File: src/hw/rtl/u8f_pkg.sv
// u8f_pkg: shared types and constants of the 8N1 UART with FIFOs.
// Holds the item and result beat layouts and the action codes.
// No dependencies.
package u8f_pkg;

    // Action codes of an item beat
    localparam logic [1:0] ACT_TICK = 2'd0;
    localparam logic [1:0] ACT_PUSH = 2'd1;
    localparam logic [1:0] ACT_POP  = 2'd2;

    // Bit timing: 104 one-microsecond ticks is 9600 baud
    localparam logic [15:0] BIT_TICKS_RESET = 16'(1000000 / 9600);

    // Frame layout: eight data bits, then the stop bit
    localparam logic [3:0] DATA_BITS  = 4'd8;
    localparam logic [3:0] FRAME_BITS = 4'd9;
    localparam logic       STOP_LEVEL = 1'b1;

    typedef struct packed {
        logic [1:0] action;
        logic [7:0] tx_data;
        logic       rx_line;
    } item_t;

    typedef struct packed {
        logic       tx_line;
        logic [7:0] rx_data;
        logic       rx_data_valid;
        logic       rx_readable;
        logic       tx_busy;
        logic       tx_overflow;
        logic       rx_overrun;
    } result_t;

endpackage

File: src/hw/rtl/u8f_chan_if.sv
// u8f_chan_if: valid/ready channel carrying one payload per beat.
// Payload type is a parameter; used with the types of u8f_pkg.
interface u8f_chan_if #(parameter type payload_t = logic);

    logic     valid;
    logic     ready;
    payload_t data;

    modport source (output valid, output data, input ready);
    modport sink   (input valid, input data, output ready);

endinterface

File: src/hw/rtl/uart_8n1_with_fifos.sv
// uart_8n1_with_fifos: 8N1 UART transceiver with transmit and receive FIFOs.
// Depends on u8f_pkg (types, codes) and u8f_chan_if (channels).
//
//  channel | dir  | payload               | notes
//  --------+------+-----------------------+-------------------------------
//  req     | in   | u8f_pkg::item_t       | tick / push byte / pop byte
//  rsp     | out  | u8f_pkg::result_t     | one result beat per item beat
//  cfg     | in   | logic [15:0]          | bit_ticks, always ready
//
// One item per clock sustained while rsp is ready; each item passes
// the item register, then the result register; its UART work lies between.
// rsp stalls hold the result register and the item register; req stays ready
// while the item register is empty. Reset clears all control state at once;
// FIFO memories are not cleared, the fill counts guard every read.
module uart_8n1_with_fifos #(
    parameter int FIFO_DEPTH = 16
) (
    input  logic       clk,
    input  logic       rst_n,
    u8f_chan_if.sink   req,
    u8f_chan_if.source rsp,
    u8f_chan_if.sink   cfg
);

    localparam int AW = (FIFO_DEPTH > 1) ? $clog2(FIFO_DEPTH) : 1;
    localparam int FW = $clog2(FIFO_DEPTH + 1);
    localparam logic [AW-1:0] LAST_PTR = AW'(FIFO_DEPTH - 1);
    localparam logic [FW-1:0] FULL_FILL = FW'(FIFO_DEPTH);

    // Pointer advance with wrap at any depth
    function automatic logic [AW-1:0] ptr_inc(input logic [AW-1:0] ptr);
        logic [AW-1:0] r;
        r = (ptr == LAST_PTR) ? '0 : ptr + AW'(1);
        return r;
    endfunction

    // Pipeline registers
    logic               in_valid_reg;
    u8f_pkg::item_t     item_reg;
    logic               rsp_valid_reg;
    u8f_pkg::result_t   rsp_data_reg;
    logic               advance;
    logic               do_step;

    // Configuration
    logic [15:0] bit_ticks_reg;
    logic [15:0] period;

    // FIFO storage and heads
    logic [7:0] tx_mem [FIFO_DEPTH];
    logic [7:0] rx_mem [FIFO_DEPTH];
    logic [7:0] tx_head_reg;
    logic [7:0] rx_head_reg;

    // FIFO control
    logic [AW-1:0] tx_rp_reg, tx_rp_next, tx_wp_reg, tx_wp_next;
    logic [FW-1:0] tx_fill_reg, tx_fill_next;
    logic [AW-1:0] rx_rp_reg, rx_rp_next, rx_wp_reg, rx_wp_next;
    logic [FW-1:0] rx_fill_reg, rx_fill_next;
    logic          tx_we, rx_we;
    logic [AW-1:0] tx_rd_addr, rx_rd_addr;

    // Transmit engine
    logic        tx_active_reg, tx_active_next;
    logic [8:0]  tx_shift_reg, tx_shift_next;
    logic [3:0]  tx_bits_reg, tx_bits_next;
    logic [15:0] tx_cd_reg, tx_cd_next, tx_cd_dec;
    logic        tx_level_reg, tx_level_next;
    logic        tx_start;
    logic [7:0]  tx_start_byte;

    // Receive engine
    logic        rx_active_reg, rx_active_next;
    logic [3:0]  rx_idx_reg, rx_idx_next;
    logic [7:0]  rx_shift_reg, rx_shift_next;
    logic [16:0] rx_cd_reg, rx_cd_next, rx_cd_dec;

    // Per-item result fields
    logic [7:0] popped;
    logic       pop_valid;
    logic       overflow;
    logic       overrun;

    // Handshakes
    assign advance   = !rsp_valid_reg || rsp.ready;
    assign do_step   = in_valid_reg && advance;
    assign req.ready = !in_valid_reg || advance;
    assign rsp.valid = rsp_valid_reg;
    assign rsp.data  = rsp_data_reg;
    assign cfg.ready = 1'b1;

    // Zero period counts as one
    assign period = (bit_ticks_reg == '0) ? 16'd1 : bit_ticks_reg;

    // Byte that a new frame takes: the pushed byte when the FIFO was empty
    assign tx_start_byte = (tx_fill_reg == '0) ? item_reg.tx_data : tx_head_reg;

    // Next state and result for the registered item
    always_comb
    begin
        tx_rp_next     = tx_rp_reg;
        tx_wp_next     = tx_wp_reg;
        tx_fill_next   = tx_fill_reg;
        rx_rp_next     = rx_rp_reg;
        rx_wp_next     = rx_wp_reg;
        rx_fill_next   = rx_fill_reg;
        tx_active_next = tx_active_reg;
        tx_shift_next  = tx_shift_reg;
        tx_bits_next   = tx_bits_reg;
        tx_cd_next     = tx_cd_reg;
        tx_level_next  = tx_level_reg;
        rx_active_next = rx_active_reg;
        rx_idx_next    = rx_idx_reg;
        rx_shift_next  = rx_shift_reg;
        rx_cd_next     = rx_cd_reg;
        tx_cd_dec      = (tx_cd_reg != '0) ? tx_cd_reg - 16'd1 : '0;
        rx_cd_dec      = (rx_cd_reg != '0) ? rx_cd_reg - 17'd1 : '0;
        tx_we          = 1'b0;
        rx_we          = 1'b0;
        tx_start       = 1'b0;
        popped         = '0;
        pop_valid      = 1'b0;
        overflow       = 1'b0;
        overrun        = 1'b0;

        unique case (item_reg.action)
            u8f_pkg::ACT_TICK:
            begin
                // Transmit bit timer
                if (tx_active_reg)
                begin
                    tx_cd_next = tx_cd_dec;
                    if (tx_cd_dec == '0)
                    begin
                        if (tx_bits_reg == '0)
                        begin
                            tx_level_next  = 1'b1;
                            tx_active_next = 1'b0;
                            tx_start       = (tx_fill_reg != '0);
                        end
                        else
                        begin
                            tx_level_next = tx_shift_reg[0];
                            tx_shift_next = {1'b0, tx_shift_reg[8:1]};
                            tx_bits_next  = tx_bits_reg - 4'd1;
                            tx_cd_next    = period;
                        end
                    end
                end
                // Receive: start detect, then bit sampling
                if (!rx_active_reg)
                begin
                    if (!item_reg.rx_line)
                    begin
                        rx_active_next = 1'b1;
                        rx_idx_next    = '0;
                        rx_shift_next  = '0;
                        rx_cd_next     = 17'(period) + 17'(period[15:1]);
                    end
                end
                else
                begin
                    rx_cd_next = rx_cd_dec;
                    if (rx_cd_dec == '0)
                    begin
                        if (rx_idx_reg < u8f_pkg::DATA_BITS)
                        begin
                            rx_shift_next[rx_idx_reg[2:0]] =
                                rx_shift_reg[rx_idx_reg[2:0]] | item_reg.rx_line;
                            rx_idx_next = rx_idx_reg + 4'd1;
                            rx_cd_next  = 17'(period);
                        end
                        else
                        begin
                            rx_active_next = 1'b0;
                            if (rx_fill_reg == FULL_FILL)
                            begin
                                overrun = 1'b1;
                            end
                            else
                            begin
                                rx_we        = 1'b1;
                                rx_wp_next   = ptr_inc(rx_wp_reg);
                                rx_fill_next = rx_fill_reg + FW'(1);
                            end
                        end
                    end
                end
            end
            u8f_pkg::ACT_PUSH:
            begin
                if (tx_fill_reg == FULL_FILL)
                begin
                    overflow = 1'b1;
                end
                else
                begin
                    tx_we        = 1'b1;
                    tx_wp_next   = ptr_inc(tx_wp_reg);
                    tx_fill_next = tx_fill_reg + FW'(1);
                end
                tx_start = !tx_active_reg && (tx_fill_next != '0);
            end
            u8f_pkg::ACT_POP:
            begin
                if (rx_fill_reg != '0)
                begin
                    popped       = rx_head_reg;
                    pop_valid    = 1'b1;
                    rx_rp_next   = ptr_inc(rx_rp_reg);
                    rx_fill_next = rx_fill_reg - FW'(1);
                end
            end
            default:
            begin
                // unused code: state unchanged, status reported
            end
        endcase

        // Start the next queued frame with its start bit
        if (tx_start)
        begin
            tx_rp_next     = ptr_inc(tx_rp_reg);
            tx_fill_next   = tx_fill_next - FW'(1);
            tx_shift_next  = {u8f_pkg::STOP_LEVEL, tx_start_byte};
            tx_bits_next   = u8f_pkg::FRAME_BITS;
            tx_active_next = 1'b1;
            tx_level_next  = 1'b0;
            tx_cd_next     = period;
        end
    end

    // FIFO head read addresses follow the read pointers
    assign tx_rd_addr = do_step ? tx_rp_next : tx_rp_reg;
    assign rx_rd_addr = do_step ? rx_rp_next : rx_rp_reg;

    // Transmit FIFO memory; head register bypasses a same-address write
    always_ff @(posedge clk)
    begin
        if (do_step && tx_we)
        begin
            tx_mem[tx_wp_reg] <= item_reg.tx_data;
        end
        if (do_step && tx_we && (tx_wp_reg == tx_rd_addr))
        begin
            tx_head_reg <= item_reg.tx_data;
        end
        else
        begin
            tx_head_reg <= tx_mem[tx_rd_addr];
        end
    end

    // Receive FIFO memory; head register bypasses a same-address write
    always_ff @(posedge clk)
    begin
        if (do_step && rx_we)
        begin
            rx_mem[rx_wp_reg] <= rx_shift_reg;
        end
        if (do_step && rx_we && (rx_wp_reg == rx_rd_addr))
        begin
            rx_head_reg <= rx_shift_reg;
        end
        else
        begin
            rx_head_reg <= rx_mem[rx_rd_addr];
        end
    end

    // Item and result payload registers
    always_ff @(posedge clk)
    begin
        if (req.ready)
        begin
            item_reg <= req.data;
        end
        if (do_step)
        begin
            rsp_data_reg.tx_line       <= tx_level_next;
            rsp_data_reg.rx_data       <= popped;
            rsp_data_reg.rx_data_valid <= pop_valid;
            rsp_data_reg.rx_readable   <= (rx_fill_next != '0);
            rsp_data_reg.tx_busy       <= tx_active_next;
            rsp_data_reg.tx_overflow   <= overflow;
            rsp_data_reg.rx_overrun    <= overrun;
        end
    end

    // Control and UART state
    always_ff @(posedge clk or negedge rst_n)
    begin
        if (!rst_n)
        begin
            in_valid_reg  <= 1'b0;
            rsp_valid_reg <= 1'b0;
            bit_ticks_reg <= u8f_pkg::BIT_TICKS_RESET;
            tx_rp_reg     <= '0;
            tx_wp_reg     <= '0;
            tx_fill_reg   <= '0;
            rx_rp_reg     <= '0;
            rx_wp_reg     <= '0;
            rx_fill_reg   <= '0;
            tx_active_reg <= 1'b0;
            tx_shift_reg  <= '0;
            tx_bits_reg   <= '0;
            tx_cd_reg     <= '0;
            tx_level_reg  <= 1'b1;
            rx_active_reg <= 1'b0;
            rx_idx_reg    <= '0;
            rx_shift_reg  <= '0;
            rx_cd_reg     <= '0;
        end
        else
        begin
            if (cfg.valid)
            begin
                bit_ticks_reg <= cfg.data;
            end
            if (req.ready)
            begin
                in_valid_reg <= req.valid;
            end
            if (advance)
            begin
                rsp_valid_reg <= in_valid_reg;
            end
            if (do_step)
            begin
                tx_rp_reg     <= tx_rp_next;
                tx_wp_reg     <= tx_wp_next;
                tx_fill_reg   <= tx_fill_next;
                rx_rp_reg     <= rx_rp_next;
                rx_wp_reg     <= rx_wp_next;
                rx_fill_reg   <= rx_fill_next;
                tx_active_reg <= tx_active_next;
                tx_shift_reg  <= tx_shift_next;
                tx_bits_reg   <= tx_bits_next;
                tx_cd_reg     <= tx_cd_next;
                tx_level_reg  <= tx_level_next;
                rx_active_reg <= rx_active_next;
                rx_idx_reg    <= rx_idx_next;
                rx_shift_reg  <= rx_shift_next;
                rx_cd_reg     <= rx_cd_next;
            end
        end
    end

endmodule
File: src/flat_wrapper.sv
// flat-port wrapper written by rule: the top's interface ports become plain ports
module uart_8n1_with_fifos_flat 
#(
    parameter int FIFO_DEPTH = 16
)
  (clk, rst_n, req_valid, req_data, req_ready, rsp_valid, rsp_data, rsp_ready, cfg_valid, cfg_data, cfg_ready);
  u8f_chan_if req_i ();
  u8f_chan_if rsp_i ();
  u8f_chan_if cfg_i ();
  input  logic clk;
  input  logic rst_n;
  input wire logic [$bits(req_i.valid)-1:0] req_valid;
  input wire logic [$bits(req_i.data)-1:0] req_data;
  output wire logic [$bits(req_i.ready)-1:0] req_ready;
  output wire logic [$bits(rsp_i.valid)-1:0] rsp_valid;
  output wire logic [$bits(rsp_i.data)-1:0] rsp_data;
  input wire logic [$bits(rsp_i.ready)-1:0] rsp_ready;
  input wire logic [$bits(cfg_i.valid)-1:0] cfg_valid;
  input wire logic [$bits(cfg_i.data)-1:0] cfg_data;
  output wire logic [$bits(cfg_i.ready)-1:0] cfg_ready;
  assign req_i.valid = req_valid;
  assign req_i.data = req_data;
  assign req_ready = req_i.ready;
  assign rsp_valid = rsp_i.valid;
  assign rsp_data = rsp_i.data;
  assign rsp_i.ready = rsp_ready;
  assign cfg_i.valid = cfg_valid;
  assign cfg_i.data = cfg_data;
  assign cfg_ready = cfg_i.ready;
  uart_8n1_with_fifos #(.FIFO_DEPTH(FIFO_DEPTH)) u_core (.clk(clk), .rst_n(rst_n), .req(req_i), .rsp(rsp_i), .cfg(cfg_i));
endmodule
File: config.mk
export PLATFORM = sky130hd
export DESIGN_NAME = uart_8n1_with_fifos_flat
export DESIGN_NICKNAME = d
export VERILOG_FILES = /design/src/hw/rtl/u8f_pkg.sv /design/src/hw/rtl/u8f_chan_if.sv /design/src/hw/rtl/uart_8n1_with_fifos.sv /design/src/flat_wrapper.sv
export SDC_FILE = /design/constraint.sdc
export NUM_CORES = 1
export LEC_CHECK = 0
export ABC_CLOCK_PERIOD_IN_PS = 4450
export BUFFER_PORTS_ARGS = -buffer_cell sky130_fd_sc_hd__buf_2
export CAP_MARGIN = 30
export CORE_MARGIN = 4
export CORE_UTILIZATION = 35
export DETAILED_ROUTE_END_ITERATION = 7
export SLEW_MARGIN = 20
export SYNTH_ARGS = -nofsm -noshare
export SYNTH_HDL_FRONTEND = slang
export SYNTH_SLANG_ARGS = --single-unit
File: constraint.sdc
create_clock -name clk -period 4.45 [get_ports clk]
set_input_delay 0.2225 -clock clk [delete_from_list [all_inputs] [get_ports clk]]
set_output_delay 0.2225 -clock clk [all_outputs]
set_load 0.02 [all_outputs]
### Yosys cells after proc, flatten, opt, wreduce, memory -nomap -nowiden

Cells that the tools add are included.

* logic and storage cells: 49
* latch bits: 0
* flip-flop bits (word level): 35
* memory bits (writable): 0
* output and inout bits: 4
* memories: 0
* bits in read-only memories: 0
* bits of input ports: 7

* add/subtract/negate cells: 4
* multiply operators: 0
* shift-type cells: 0
* equal/unequal tests: 4
* reduce and logical (&&, ||, !) cells: 12
* magnitude comparators: 1
* mux-type cells: 15
* bitwise logic cells: 4
* divide/modulo/power cells: 0

Operators with widths (count)
* $mux W17: 5
* $add A16 B15 Y17: 1
* $logic_not A17 Y1: 1
* $reduce_bool A17 Y1: 1
* $sub A17 B1 Y17 const B: 1
* $logic_not A16 Y1: 1
* $mux W4: 4
* $mux W7: 1
* $ne A2 B2 Y1 const B: 3
* $add A5 B1 Y5 const B: 1
* $eq A5 B5 Y1 const B: 1
* $mux W1: 5
* $reduce_and A5 Y1: 1
* $add A4 B1 Y4 const B: 1
* $lt A4 B4 Y1 const B: 1
* $not A1 Y1: 4
* $reduce_and A4 Y1: 1
* $reduce_or A3 Y1: 1
* $logic_not A1 Y1: 2
* $logic_or A1 B1 Y1: 2
* $reduce_and A2 Y1: 1
* $logic_and A1 B1 Y1: 1

### Longest topological paths before layout

Gate-level depths: netlist of the first run.

* depth in word-level cells: 5
* mapped depth: 10
* depth with buffers taken out: 9

### Least setup slack after synthesis of the first run

No wires, ideal clock.

* path type: flip-flop to flip-flop
* start: register u_core.rx_cd_reg[0]
* end: register u_core.rx_idx_reg[0]
* setup slack: 1.576 ns
* required time: 4.325 ns
* arrival time: 2.749 ns
* path buffers: 1
* library setup time: 0.125 ns
* cell stages (with the launch flop): 10
* path through: dfrtp_1 > inv_1 > ha_1 > or3b_1 > clkbuf_1 > o31a_1 > or4_4 > nor4_4 > o21ai_2 > mux2_4

* longest elaborated chain between the ends: 5

Ends and longest elaborated chain
* from (decl): line uart_8n1_with_fifos.sv:76 `logic [16:0] rx_cd_reg, rx_cd_next, rx_cd_dec;`
* from (signal assigned): line uart_8n1_with_fifos.sv:344 `rx_cd_reg <= rx_cd_next;`
* $sub A17 B1 Y17 / $reduce_bool A17 Y1 (equally long branches): line uart_8n1_with_fifos.sv:117 `rx_cd_dec = (rx_cd_reg != '0) ? rx_cd_reg - 17'd1 : '0;`
* $mux W17 *: line uart_8n1_with_fifos.sv:117
* $logic_not A17 Y1 *: line uart_8n1_with_fifos.sv:164 `if (rx_cd_dec == '0)`
* $ne A2 B2 Y1 (no source line) *
* $reduce_and A4 Y1 (no source line) *
* to (signal assigned): line uart_8n1_with_fifos.sv:342 `rx_idx_reg <= rx_idx_next;`
* to (decl): line uart_8n1_with_fifos.sv:74 `logic [3:0] rx_idx_reg, rx_idx_next;`

Mark *: on every way between the ends. The rest lies on a longest branch, timed or not.
A chain may end at the register's enable or synchronous reset.

### Final worst setup path of the first run

* start: register u_core.rx_cd_reg[0]
* end: register u_core.rx_cd_reg[3]

* longest elaborated chain between the ends: 5

Ends and longest elaborated chain
* $sub A17 B1 Y17 / $reduce_bool A17 Y1 (equally long branches): line uart_8n1_with_fifos.sv:117
* $mux W17 *: line uart_8n1_with_fifos.sv:117
* $logic_not A17 Y1 / $mux W17 (equally long branches): line uart_8n1_with_fifos.sv:164, uart_8n1_with_fifos.sv:166
* $mux W17 *: line uart_8n1_with_fifos.sv:164
* $mux W17 *: line uart_8n1_with_fifos.sv:151 `if (!rx_active_reg)`

Marked as above.

==> metrics.txt, run 1 <==
vias after detailed routing=1,674; WL final=4.701 mm; Post-synth top cells=30 x dfrtp_1, 20 x nand2_1, 13 x nor2_1, 11 x inv_1, 11 x nor3_1; slowest cell delay on critical path=570 ps; Static Leak=0.9417 nW; Final Setup Violations=0; final period utilization=between 70 and 80%; post-layout min period=3151 ps; Max Cap Viol=0; Die ar.=~0.0070 mm2; Worst R2R End=u_core.rx_cd_reg[3]; GRT overflow=0; Port-buffer cells=9; Max VDD drop=between 0.2 and 0.3 mV; detailed-route vias per instance=5.599; worst hold path class=in2reg; hold_sp=cfg_valid; share of layout cells above drive strength 1=15.42%; H-tree depth=2; Worst Skew=4.777 ps; area added between synthesis and finish=11.48%; DRT antenna net count=0; Die Span Y=83.89 um; Yosys reg bits=33; post-synthesis sequential area ratio=41.53%; Slew @ Worst Pin=711.0 ps; DP HPWL=3.366 mm; Critical Path AT=3320 ps; DRT iter0 DRCs=150; initial cell density of the core=36.38%; core area=0.005540 mm2; CTS max path bufs=2; drt drc=0; Mapped Nets=228; dpl ws=1340 ps; largest net degree at the start of global routing=32; FMAX=0.3174 GHz; Post-Syn Area=around 0.0020 mm2; hold worst-path end=u_core.bit_ticks_reg[5]; # fillers=576; Mapped Avg Cell Area=approximately 9.3 um2; Fin. Hold Viols=0; most frequent cell after synthesis=dfrtp_1; worst setup path class=reg2reg; gr usage total=14.27%; flop2flop setup slack=1300 ps; P per Cell Area=622.5 mW/mm2; number of global-route vias before repair=between 1,500 and 2,000; crit path cell chain=inv_1 -> ha_1 -> or3b_1 -> o31a_1 -> or4_4 -> o41ai_4 -> nor2_4 -> a21oi_1 -> o221ai_1; drt first pass iters=4; CTS tree=yes; Largest register FFs=17; antenna cells=0; run status=finished, final reports clean; Crit. End Element=register; clk sinks=33; Worst Path Max Fanout=9; most frequently used flop master after synthesis=dfrtp_1; top cells by area, synth=dfrtp_1 37%, nand2_1 3.7%, xnor2_1 3.0%; WL/cell=about 16 um; Async SR Flop Fraction=93.94%; hold-critical path depth=2; Post-synth EDFFs=2; setup TNS=0 ps; cell taking the most area after synthesis=dfrtp_1; depth of the most critical reg-to-reg path=9; fin nets=237; DIE WIDTH=~84 um; post-route setup slack=~1300 ps; Mapped Cells=217; Slew Limit Headroom=52.60%; initial antenna violation count=0; slowest stage cell on the critical path=or4_4; clock latency on the worst-skew pair=~300 ps; GPL Wtd Cong=between 0.8 and 0.9; Max Slew Vio Count=0; CTS clk-pin slew, worst paths=70 ps; Warnings, synthesis=0; CP required=about 4600 ps; RSZ-0062 raised after global routing=false; post-synth top area share=37.24%; Worst R2R Start=u_core.rx_cd_reg[0]; Clock Tree Root=clkbuf_8; CTS Buf Count=5; CP Launch Type=register; Yosys cell types=55; first-pass GRT wire length=around 8.0 mm; row count=27; Top Ports=11
metal layers:
layer  track usage (%)  up-vias  part of all wire (%)
met2             20.68       32                    43
met5                 0        -                     0
met4             5.263        0                   1.6
met3             2.962        7                   3.5
met1             20.78      813                    51
li1                  -      822                     -
critical path: cells and delay by family (launching register included):
family	cells	cell delay, ps
compound gates	4	1020
fa+ha+maj	1	240
buf+inv	1	120
flops	1	440
simple gates	3	1180
cell type report:
cell class | count | area [um2] | share of cell area (%)
multi-input combinational | 163 | 1089 | 48.44
clock buffer | 6 | 82.58 | 3.675
inverter | 11 | 41.29 | 1.837
tap | 72 | 90.09 | 4.009
timing repair buffer | 12 | 70.07 | 3.118
sequential | 33 | 837.1 | 37.25
clock inverter | 2 | 37.54 | 1.670
cell families after synthesis:
group	count (synthesis)	share of synthesized area (%)
adder cells (fa/ha/maj)	4	2.483
flip-flops	33	41.53
other	1	0.1860
AND/OR/NAND/NOR	93	27.13
AO/OA/AOI/OAI	52	18.06
buffers and inverters	21	4.469
XOR/XNOR	10	4.345
multiplexers	3	1.800
where the power goes:
part,switching [mW],leakage (nW),internal (mW)
Combinational,0.367,0.483,0.231
Sequential,0.120,0.402,0.378
Clock,0.120,0.0574,0.182
Total,0.607,0.942,0.791
what timing repair did:
item | 4_1_cts | 5_1_grt
hold buffers | 1 | 0
endpoints found under the hold margin | 1 | 0
resized for setup | 0 | 0
setup buffers | 0 | 0
per-stage QoR:
step	util (%)	cells	power, mW	area [um2]	hold slack [ps]
6_report	40.56	299	1.399	2247	50.72
5_1_grt	40.56	299	1.506	2247	57.04
4_1_cts	40.56	299	1.397	2247	46.06
3_5_place_dp	38.21	290	1.089	2117	328.1
3_3_place_gp	38.08	289	1.088	2110	315.3
2_1_floorplan	-	217	0.9670	2016	-73.09
placed cells by master, fill, tap and decap left out, drive strengths merged, types with 7 or more instances in the layout:
| cell | n |
|---|---|
| dfrtp | 30 |
| nand2 | 20 |
| o21ai | 15 |
| nor2 | 14 |
| inv | 11 |
| nor3 | 11 |
| buf | 11 |
| a21oi | 9 |
| nor4 | 9 |
| xnor2 | 7 |
| nand3 | 7 |
worst max path at each step:
stage / from / to / slack (ps)
2_1_floorplan: u_core.rx_cd_reg[0] / u_core.rx_idx_reg[0] / 1580
3_3_place_gp: u_core.rx_cd_reg[0] / u_core.rx_idx_reg[0] / 1420
3_5_place_dp: u_core.rx_cd_reg[0] / u_core.rx_cd_reg[3] / 1340
4_1_cts: u_core.rx_cd_reg[0] / u_core.rx_cd_reg[3] / 1330
5_1_grt: u_core.rx_cd_reg[0] / u_core.rx_cd_reg[10] / 1140
6_report: u_core.rx_cd_reg[0] / u_core.rx_cd_reg[3] / 1300
No activity file was read; power rests on OpenSTA's default activity.
==> run 2, diff against run 1 <==
Settings changed: ABC_CLOCK_PERIOD_IN_PS 4450 to 2630.
Clock period 4.45 ns to 2.63 ns, I/O delays scaled along.
==> metrics.txt, run 2 (synthesized netlist as in run 1, its figures left out) <==
DIE WIDTH=83.89 um (unchanged); WL/cell=15.41 um (was 15.72 um); CP required=2790 ps (was 4620 ps); Finished Layout Cells=346 (was 299); slowest cell delay on critical path=610 ps (was 570 ps); # fillers=520 (was 576); clk sinks=33 (unchanged); gr usage total=15.39% (was 14.27%); Fin. Hold Viols=0 (unchanged); fin util=50.11% (was 40.56%); final period utilization=104.6% (was 70.81%); Static Leak=1.215 nW (was 0.9417 nW); worst setup path class=reg2reg (unchanged); core area=0.005540 mm2 (unchanged); vias after detailed routing=1,913 (was 1,674); CP Launch Type=register (unchanged); DP HPWL=3.811 mm (was 3.366 mm); failing checks=setup timing; placed cell count=327 (was 290); Slew @ Worst Pin=687.6 ps (was 711.0 ps); CTS Buf Count=5 (unchanged); most frequent cells in the layout=44 x buf_4, 30 x dfrtp_1, 19 x nand2_1 (was 30 x dfrtp_1, 20 x nand2_1, 13 x nor2_1); initial antenna violation count=0 (unchanged); detailed-route vias per instance=5.529 (was 5.599); Worst Skew=7.092 ps (was 4.777 ps); most common cell after layout, fill and taps aside=buf_4 (was dfrtp_1); Crit. End Element=register (unchanged); CP Buf/Inv Count=2 (was 1); FMAX=0.3636 GHz (was 0.3174 GHz); post-route setup slack=-120.3 ps (was 1299 ps); Max Slew Vio Count=0 (unchanged); CTS max path bufs=2 (unchanged); Final Setup Violations=12 (was 0); CTS clk-pin slew, worst paths=70 ps (about the same); share of layout cells above drive strength 1=36.50% (was 15.42%); drt drc=0 (unchanged); DRT iter0 DRCs=138 (was 150); P per Cell Area=1096 mW/mm2 (was 622.5 mW/mm2); Slew Limit Headroom=54.16% (was 52.60%); Critical Path AT=2910 ps (was 3320 ps); DRT antenna net count=0 (unchanged); Die ar.=0.007038 mm2 (unchanged); Worst Path Max Fanout=8 (was 9); RSZ-0062 raised after global routing=true (was false); clock latency on the worst-skew pair=280 ps (was 300 ps); Max Cap Viol=0 (unchanged); crit path cell chain=or4_4 -> o31a_1 -> or4_4 -> o41ai_4 -> buf_4 -> nor2_4 -> buf_4 -> o21ai_1 -> a31oi_1 (was inv_1 -> ha_1 -> or3b_1 -> o31a_1 -> or4_4 -> o41ai_4 -> nor2_4 -> a21oi_1 -> o221ai_1); WL final=5.331 mm (was 4.701 mm); largest net degree at the start of global routing=32 (unchanged); drt first pass iters=4 (unchanged); Top Ports=11 (unchanged); worst hold path class=in2reg (unchanged); initial cell density of the core=36.38% (unchanged); Clock Tree Root=clkbuf_8 (unchanged); Die Span Y=83.89 um (unchanged); antenna cells=0 (unchanged); row count=27 (unchanged); slowest stage cell on the critical path=or4_4 (unchanged); number of global-route vias before repair=1,833 (was 1,544); Port-buffer cells=9 (unchanged); post-layout min period=2750 ps (was 3151 ps); area added between synthesis and finish=37.74% (was 11.48%); Largest register FFs=17 (unchanged); setup TNS=-598.9 ps (was 0 ps); H-tree depth=2 (unchanged); first-pass GRT wire length=8.721 mm (was 8.017 mm); GRT overflow=0 (unchanged); run status=finished with violations (was finished, final reports clean); fin nets=284 (was 237); GPL Wtd Cong=0.8867 (was 0.8479); Top Family by Delay on Critical Path=simple AND/OR/NAND/NOR gates (unchanged); Max VDD drop=0.4455 mV (was 0.2560 mV); CTS tree=yes (unchanged)
-- run 2: path summary, 6_finish.rpt --
check	from	to	slack, ps	depth (start not counted)
max in group asynchronous	rst_n	u_core.rx_cd_reg[15]	1760	2
max	u_core.rx_cd_reg[5]	u_core.rx_cd_reg[9]	-120	9
min in group asynchronous	rst_n	u_core.rx_cd_reg[1]	430	2
max reg2reg	u_core.rx_cd_reg[5]	u_core.rx_cd_reg[9]	-120	9
min	req_data	u_core.item_reg[0]	20	1
min reg2reg	u_core.rx_fill_reg[4]	u_core.rx_fill_reg[4]	480	1
-- run 2: what timing repair did --
action | in CTS | in global routing
pin swaps | 4 | 10
hold buffers | 2 | 0
setup buffers | 3 | 6
setup endpoints to repair | 24 | 24
resized for setup | 9 | 24
endpoints found under the hold margin | 31 | 0
-- run 2: worst register-to-register path, delay by kind of cell (launching register included) --
kind / cells / cell delay (ps)
buf+inv: 2 / 350
simple gates: 3 / 1150
flops: 1 / 380
compound gates: 4 / 760
-- run 2: metal layers --
metal	vias to the layer above	wire (um)	GRT usage [%]
met1	929	2436	21.04
met2	57	2521	23.79
met3	6	285	3.159
met5	-	0	0
li1	921	-	-
met4	0	87	5.994
-- run 2: power breakdown --
group          internal [mW]  leakage, nW  switching [mW]
combinational          0.894        0.758           0.899
sequential             0.639        0.402           0.144
clock                  0.281       0.0552           0.185
-- run 2: area by class of cell --
| type | count | area, um2 | area share [%] |
|---|---|---|---|
| timing repair buffer | 59 | 440.4 | 15.86 |
| clock inverter | 2 | 35.03 | 1.262 |
| inverter | 11 | 41.29 | 1.487 |
| clock buffer | 6 | 72.57 | 2.614 |
| sequential | 33 | 837.1 | 30.15 |
| tap | 72 | 90.09 | 3.245 |
| multi-input combinational | 163 | 1260 | 45.38 |
-- run 2: metrics by stage --
step | total power [mW] | instance area [um2] | setup WS, ps | hold slack, ps
6_report | 3.043 | 2776 | -120.3 | 19.98
2_1_floorplan | 1.672 | 2036 | -82.48 | -164.1
4_1_cts | 2.818 | 2609 | -75.51 | 10.88
3_5_place_dp | 2.245 | 2414 | -230.1 | 223.3
3_3_place_gp | 2.246 | 2414 | -220.8 | 228.9
5_1_grt | 3.243 | 2776 | -233.6 | 8.286
